<file path="config.mk">
export PLATFORM = sky130hd
export DESIGN_NAME = dfmb_front
export DESIGN_NICKNAME = d
export VERILOG_FILES = /design/src/rtl/core/dedup_fifo_with_membership_bitmap_top_assert.svh /design/src/rtl/core/dfmb_pkg.sv /design/src/rtl/core/dfmb_front.sv
export SDC_FILE = /design/constraint.sdc
export NUM_CORES = 1
export LEC_CHECK = 0
export BUFFER_PORTS_ARGS = -buffer_cell sky130_fd_sc_hd__buf_4
export CAP_MARGIN = 20
export CORE_ASPECT_RATIO = 0.9
export CORE_UTILIZATION = 45
export CTS_CLUSTER_DIAMETER = 100
export DETAILED_ROUTE_END_ITERATION = 8
export GPL_TIMING_DRIVEN = 0
export PLACE_DENSITY_LB_ADDON = 0.2
export SLEW_MARGIN = 20
export SYNTH_ARGS = -nofsm -noshare
export SYNTH_HDL_FRONTEND = slang
export SYNTH_SLANG_ARGS = --single-unit
</file>
<file path="constraint.sdc">
create_clock -name clk -period 3.9 [get_ports clk]
set_input_delay 0 -clock clk [delete_from_list [all_inputs] [get_ports clk]]
set_output_delay 0 -clock clk [all_outputs]
set_load 0.005 [all_outputs]
</file>
<file path="src/rtl/core/dedup_fifo_with_membership_bitmap_top_assert.svh">
// Assertion macros for the dedup FIFO block.
// Used by dfmb_back; needs clk and rst_n in scope.
`ifndef DEDUP_FIFO_WITH_MEMBERSHIP_BITMAP_TOP_ASSERT_SVH
`define DEDUP_FIFO_WITH_MEMBERSHIP_BITMAP_TOP_ASSERT_SVH

// checked only out of reset
`define DFMB_ASSERT(lbl, prop, msg) \
    lbl: assert property (@(posedge clk) disable iff (!rst_n) prop) else $error(msg);

// checked at every edge, reset included
`define DFMB_ASSERT_ALWAYS(lbl, prop, msg) \
    lbl: assert property (@(posedge clk) prop) else $error(msg);

`endif

</file>
<file path="src/rtl/core/dfmb_pkg.sv">
// Shared types and constants for the dedup FIFO block.
// No dependencies.
package dfmb_pkg;

    localparam int QUEUE_DEPTH = 1024;
    localparam int VALUE_RANGE = 4096;
    localparam int WORD_BITS   = 64;
    localparam int MAP_WORDS   = (VALUE_RANGE + WORD_BITS - 1) / WORD_BITS;

    localparam int CMD_W   = 3;
    localparam int VAL_W   = 12;
    localparam int STAT_W  = 3;
    localparam int QIDX_W  = $clog2(QUEUE_DEPTH);
    localparam int CNT_W   = QIDX_W + 1;
    localparam int BIT_W   = $clog2(WORD_BITS);
    localparam int MWORD_W = VAL_W - BIT_W;

    localparam logic [CMD_W-1:0] CMD_ADD      = 3'd0;
    localparam logic [CMD_W-1:0] CMD_POP      = 3'd1;
    localparam logic [CMD_W-1:0] CMD_CONTAINS = 3'd2;
    localparam logic [CMD_W-1:0] CMD_CLEAR    = 3'd3;
    localparam logic [CMD_W-1:0] CMD_LOWEST   = 3'd4;

    typedef enum logic [STAT_W-1:0] {
        ST_OK    = 3'd0,
        ST_FULL  = 3'd1,
        ST_DUP   = 3'd2,
        ST_EMPTY = 3'd3,
        ST_RANGE = 3'd4
    } status_t;

    typedef enum logic [2:0] {
        OP_ADD,
        OP_POP,
        OP_CONTAINS,
        OP_CLEAR,
        OP_LOWEST,
        OP_NOP
    } op_t;

    typedef struct packed {
        op_t              op;
        logic             range_err;
        logic [VAL_W-1:0] value;
    } req_t;

    typedef struct packed {
        logic valid;
        req_t req;
    } qhead_t;

endpackage

</file>
<file path="src/rtl/core/dfmb_front.sv">
// Front end: decodes and range-checks requests, buffers them in a 2-entry queue.
// Depends on dfmb_pkg.
module dfmb_front (
    input  logic                       clk,
    input  logic                       rst_n,
    input  logic                       in_valid,
    output logic                       in_stall,
    input  logic [dfmb_pkg::CMD_W-1:0] cmd,
    input  logic [dfmb_pkg::VAL_W-1:0] value,
    output dfmb_pkg::qhead_t           qhead,
    input  logic                       qpop
);
    import dfmb_pkg::*;

    req_t       ent_reg [2];
    logic       wptr_reg, rptr_reg;
    logic [1:0] cnt_reg;
    req_t       dec;
    logic       push, pop;

    always_comb
    begin
        dec.value     = value;
        dec.range_err = ({1'b0, value} >= (VAL_W+1)'(VALUE_RANGE));
        unique case (cmd)
            CMD_ADD:      dec.op = OP_ADD;
            CMD_POP:      dec.op = OP_POP;
            CMD_CONTAINS: dec.op = OP_CONTAINS;
            CMD_CLEAR:    dec.op = OP_CLEAR;
            CMD_LOWEST:   dec.op = OP_LOWEST;
            default:      dec.op = OP_NOP;
        endcase
    end

    assign in_stall   = (cnt_reg == 2'd2);
    assign push       = in_valid && !in_stall;
    assign pop        = qpop && (cnt_reg != 2'd0);
    assign qhead.valid = (cnt_reg != 2'd0);
    assign qhead.req   = ent_reg[rptr_reg];

    always_ff @(posedge clk)
    begin
        if (push)
        begin
            ent_reg[wptr_reg] <= dec;
        end
    end

    always_ff @(posedge clk or negedge rst_n)
    begin
        if (!rst_n)
        begin
            wptr_reg <= 1'b0;
            rptr_reg <= 1'b0;
            cnt_reg  <= 2'd0;
        end
        else
        begin
            if (push)
            begin
                wptr_reg <= !wptr_reg;
            end
            if (pop)
            begin
                rptr_reg <= !rptr_reg;
            end
            if (push && !pop)
            begin
                cnt_reg <= cnt_reg + 2'd1;
            end
            else if (pop && !push)
            begin
                cnt_reg <= cnt_reg - 2'd1;
            end
        end
    end

endmodule

</file>
==> results_dict.tcl, run 1 <==
set metrics [dict create \
    status "complete, no violations" \
    timing.max_slew.rel_slack_pct 47.67 \
    die_h_microns 54.23 \
    n_antenna_cell 0 \
    timing.rr.start "cnt_reg[0]" \
    p_per_area_nw_per_um2 643.3 \
    io_buffers 35 \
    fin_crit_sh_pct 42.93 \
    nets 152 \
    cp.required_ps 3860 \
    grt_pass1_wl_mm 3.215 \
    antenna_found_initial 0 \
    start_kind "flip-flop" \
    max-cap-violations 0 \
    crit_path_start "cnt_reg[0]" \
    vias 756 \
    syn-instance-count 71 \
    cp-end-kind "flip-flop" \
    drtIter0Drc 24 \
    rows 18 \
    syn_nets 91 \
    largest_register_ffs 30 \
    synth_top_area_cell "edfxtp_1" \
    yosys-top-cells-area "edfxtp_1 66%, mux2_4 9.9%, dfrtp_1 7.3%, mux2_2 5.0%, xnor2_1 1.9%" \
    clkTransAtPathRegs_ps 100 \
    dp_cells 146 \
    postRouteWirelength_mm 2.148 \
    numCtsBuffers 5 \
    r2r-end "ent_reg[0][1]" \
    hold_ws_ps 28.43 \
    io_pins 37 \
    skew_ps 7.228 \
    setup_viol 0 \
    power_w 0.001253 \
    clockRootBuffer "clkbuf_4" \
    synth_cell_type_count 21 \
    grt_pass1_vias 704 \
    fp.dieW_microns 60.03 \
    cts_resized 0 \
    core_area_sq_um 2815 \
    synth_most_common_cell "edfxtp_1" \
    min_path_type "in2reg" \
    ant_nets 0 \
    viasPerCell 4.370 \
    synth-async-reset-ratio_pct 11.76 \
    avgSynthCellArea_sq_um 19.21 \
    clock.fmax_mhz 597.2 \
    cts_setup_buffers 0 \
    p_leak_nw 0.8064 \
    yosys.area.top_type_share_pct 66.06 \
    grt_setup_unrepaired "false" \
    cts_buffer_depth 2 \
    gp_congestion 0.6104 \
    drt-wirelength-per-cell_microns 12.42 \
    finalSetupTns_ps 0 \
    grt_max_degree 16 \
    drc 0 \
    gr-total-overflow 0 \
    drtPass1Iterations 4 \
    dieArea_sq_um 3255 \
    peakVddDrop_mv 0.5712 \
    drive_above_1_share_pct 47.37 \
    synthTopCellsByCount "30 x edfxtp_1, 9 x mux2_4, 6 x mux2_2, 4 x dfrtp_1, 3 x xnor2_1" \
    final_cells 173 \
    synth_warnings 0 \
    gr-usage-all-layers_pct 14.96 \
    synth_seq_cells 34 \
    cp_max_fo 15 \
    finalMaxSlewViolations 0 \
    clock_latency_ps 330 \
    hold_viol 0 \
    regToRegSetupSlack_ps 2230 \
    hold_buffers 19 \
    clock_sinks 34 \
    pre_cts_slack_ps 2228 \
    cts_max_level 2 \
    crit_path_end "ent_reg[0][1]" \
    post-dp-hpwl_mm 1.282 \
    worstSetupPathType "reg2reg" \
    period_needed_ps 1674 \
    tritoncts "done" \
    syn_area_sq_um 1364 \
    initial_core_util_pct 48.44 \
    area_delta_synth_final_pct 42.75 \
    cp.arrival_ps 1640 \
    worst_pin_slew_ps 784.1 \
    fillerInstances 200 \
    reg2regPathDepth 3 \
    setup_slack_ps 2226 \
    seq_area_frac_synth_pct 73.39 \
    synth-main-ff-cell "edfxtp_1" \
    synth_edf_count 30 \
]
## stage by stage
step	instance area [sq um]	utilization, %
4_1_cts	1947	69.16
2_1_floorplan	1364	-
5_1_grt	1947	69.16
3_3_place_gp	1677	59.56
3_5_place_dp	1679	59.64
6_report	1947	69.16
## cells in the final DEF, fill, tap and decap left out, types with 2 or more instances in the layout
| cell type | count |
|---|---|
| inv_1 | 2 |
| clkinv_2 | 2 |
| dlygate4sd3_1 | 19 |
| edfxtp_1 | 30 |
| xnor2_1 | 3 |
| xor2_1 | 2 |
| clkbuf_4 | 5 |
| dfrtp_1 | 4 |
| mux2_4 | 9 |
| mux2_2 | 6 |
| buf_4 | 36 |
## metal layers
layer	track usage (%)	vias up	wire length (microns)
met5	0	-	0
met4	10.47	0	44
met3	4.965	5	106
met2	24.44	29	1154
met1	16.69	344	843
li1	-	378	-
## worst max-delay path: stages, from the launching register on
cell,delay (ps)
dfrtp_1,420
nand2b_1,160
nand2_1,110
nor2_2,620
## kinds of logic after synthesis
logic type	share of synthesized area, %
AO/OA/AOI/OAI	0.5507
XOR/XNOR	3.212
adder cells (fa/ha/maj)	0.9173
buffers and inverters	3.670
flip-flops	73.39
multiplexers	14.86
other	0.2750
AND/OR/NAND/NOR	3.121
## layout make-up
type | count | area, sq um | share of cell area (%)
Buffer | 4 | 42.54 | 2.185
Multi-Input combinational cell | 31 | 315.3 | 16.20
Inverter | 2 | 7.507 | 0.3856
Timing Repair Buffer | 54 | 452.9 | 23.26
Clock inverter | 3 | 40.04 | 2.057
Clock buffer | 5 | 37.54 | 1.928
Tap cell | 40 | 50.05 | 2.571
Sequential cell | 34 | 1001 | 51.41
## power by group
| group | total, W | switching (W) | internal, W |
|---|---|---|---|
| clock network | 0.000246 | 0.000113 | 0.000133 |
| registers | 0.000537 | 0.0000329 | 0.000505 |
| logic | 0.000469 | 0.000183 | 0.000286 |
## worst min-delay path by stage
stage	slack, ps	endpoint	cells past startpoint	start
global route	60	ent_reg[0][13]	2	cmd[1]
floorplan	-300	cnt_reg[0]	0	rst_n
finish	30	ent_reg[1][13]	2	cmd[1]
detailed placement	-200	cnt_reg[0]	1	rst_n
CTS	9	ent_reg[0][13]	2	cmd[1]
global placement	-200	cnt_reg[1]	1	rst_n
No activity file was read; power rests on OpenSTA's default activity.
==> run 2, diff against run 1 <==
Clock period 3.9 ns to 1.6 ns, I/O delays scaled along.
==> results_dict.tcl, run 2 (same netlist as run 1, synthesis figures left out) <==
set metrics [dict create \
    status "complete, no violations" \
    io_pins 37 \
    n_antenna_cell 0 \
    cp.required_ps 1820 \
    p_per_area_nw_per_um2 1577 \
    die_h_microns 54.23 \
    multi_input_area_sq_um 324.1 \
    fin_crit_sh_pct 97.46 \
    nets 153 \
    start_kind "flip-flop" \
    viasPerCell 4.443 \
    drc 0 \
    largest_register_ffs 30 \
    antenna_found_initial 0 \
    fp.dieW_microns 60.03 \
    io_buffers 35 \
    max-cap-violations 0 \
    clkTransAtPathRegs_ps 110 \
    clock_sinks 34 \
    clock_latency_ps 330 \
    postRouteWirelength_mm 2.214 \
    dp_cells 146 \
    area_delta_synth_final_pct 43.94 \
    skew_ps 10.66 \
    drtPass1Iterations 4 \
    final_cells 174 \
    drt-wirelength-per-cell_microns 12.72 \
    cp_max_fo 3 \
    drive_above_1_share_pct 49.25 \
    ant_nets 0 \
    final_common_cell "buf_4" \
    gr-usage-all-layers_pct 15.02 \
    place_area_sq_um 1679 \
    grt_max_degree 16 \
    peakVddDrop_mv 1.007 \
    rows 18 \
    register_area_sq_um 1001 \
    min_path_type "in2reg" \
    fillerInstances 211 \
    setup_viol 0 \
    numCtsBuffers 5 \
    gp_congestion 0.5701 \
    dieArea_sq_um 3255 \
    clockRootBuffer "clkbuf_4" \
    layout_common_cells "37 x buf_4, 30 x edfxtp_1, 19 x dlygate4sd3_1" \
    grt_pass1_vias 759 \
    setup_slack_ps 40.65 \
    fin_util_pct 69.73 \
    fin_area_sq_um 1963 \
    gr-total-overflow 0 \
    cts_buffer_depth 2 \
    initial_core_util_pct 48.44 \
    vias 773 \
    hold_viol 0 \
    p_leak_nw 0.8117 \
    clock.fmax_mhz 641.3 \
    cts_max_level 2 \
    finalSetupTns_ps 0 \
    pre_cts_slack_ps -107.1 \
    post-dp-hpwl_mm 1.325 \
    core_area_sq_um 2815 \
    grt_pass1_wl_mm 3.249 \
    drtIter0Drc 13 \
    tritoncts "done" \
    finalMaxSlewViolations 0 \
    worstSetupPathType "reg2reg" \
    cp-end-kind "flip-flop" \
    cp.arrival_ps 1780 \
    period_needed_ps 1559 \
]
-- run 2: changes by cell type in the layout (fill, tap and decap cells not counted) --
cell     delta
and3_1      -1
and3_2      +1
buf_4       +1
nand2_1     -1
nand2_2     +1
nor2_2      -1
nor2_4      +1
-- run 2: final cells by class --
| type | count | share of cell area, % |
|---|---|---|
| clock buffer | 5 | 1.912 |
| inverter | 2 | 0.3824 |
| sequential | 34 | 50.99 |
| timing repair buffer | 55 | 23.45 |
| clock inverter | 3 | 2.040 |
| buffer | 4 | 2.167 |
| multi-input combinational | 31 | 16.51 |
| tap | 40 | 2.549 |
-- run 2: repair_timing --
item,in CTS,in global routing
hold endpoints to repair,35,1
resized for setup,2,1
cloned,0,0
endpoints found under the setup margin,30,1
hold buffers,18,1
setup buffers,0,1
pin swaps,0,0
-- run 2: through the flow --
step           hold WS (ps)  power [W]
5_1_grt               57.82   0.003261
4_1_cts               26.46   0.003096
2_1_floorplan        -295.6   0.002016
3_3_place_gp         -201.2   0.002429
6_report              30.34   0.003096
3_5_place_dp         -198.3   0.002462
-- run 2: per-layer routing --
layer	GRT usage [%]	routed length (microns)	vias to the layer above	part of all wire, %
met4	9.302	43	0	1.9
met2	26.67	1215	25	55
li1	-	-	379	-
met3	4.965	81	7	3.7
met1	15.44	874	362	39
met5	0	0	-	0
-- run 2: worst paths after layout --
check / startpoint / to / slack, ps / cells after the start
max reg2reg: cnt_reg[0] / cnt_reg[1] / 40 / 7
min reg2reg: cnt_reg[1] / cnt_reg[1] / 510 / 1
max in group asynchronous: rst_n / rptr_reg / 850 / 3
max: cnt_reg[0] / cnt_reg[1] / 40 / 7
min: cmd[1] / ent_reg[1][13] / 30 / 2
min in group asynchronous: rst_n / cnt_reg[1] / 560 / 3
-- run 2: power by group --
| part | internal (W) | total (W) | switching (W) |
|---|---|---|---|
| Combinational | 0.000721 | 0.00119 | 0.000471 |
| Sequential | 0.00123 | 0.00130 | 0.0000746 |
| Clock | 0.000324 | 0.000602 | 0.000278 |
-- run 2: critical path, cell delays in order, from the launching register on --
cell and delay, ps:
dfrtp_1 390, buf_4 150, or2_1 250, nand2_2 100, ha_1 190, xor2_1 160
nor2_1 70, xor2_1 140
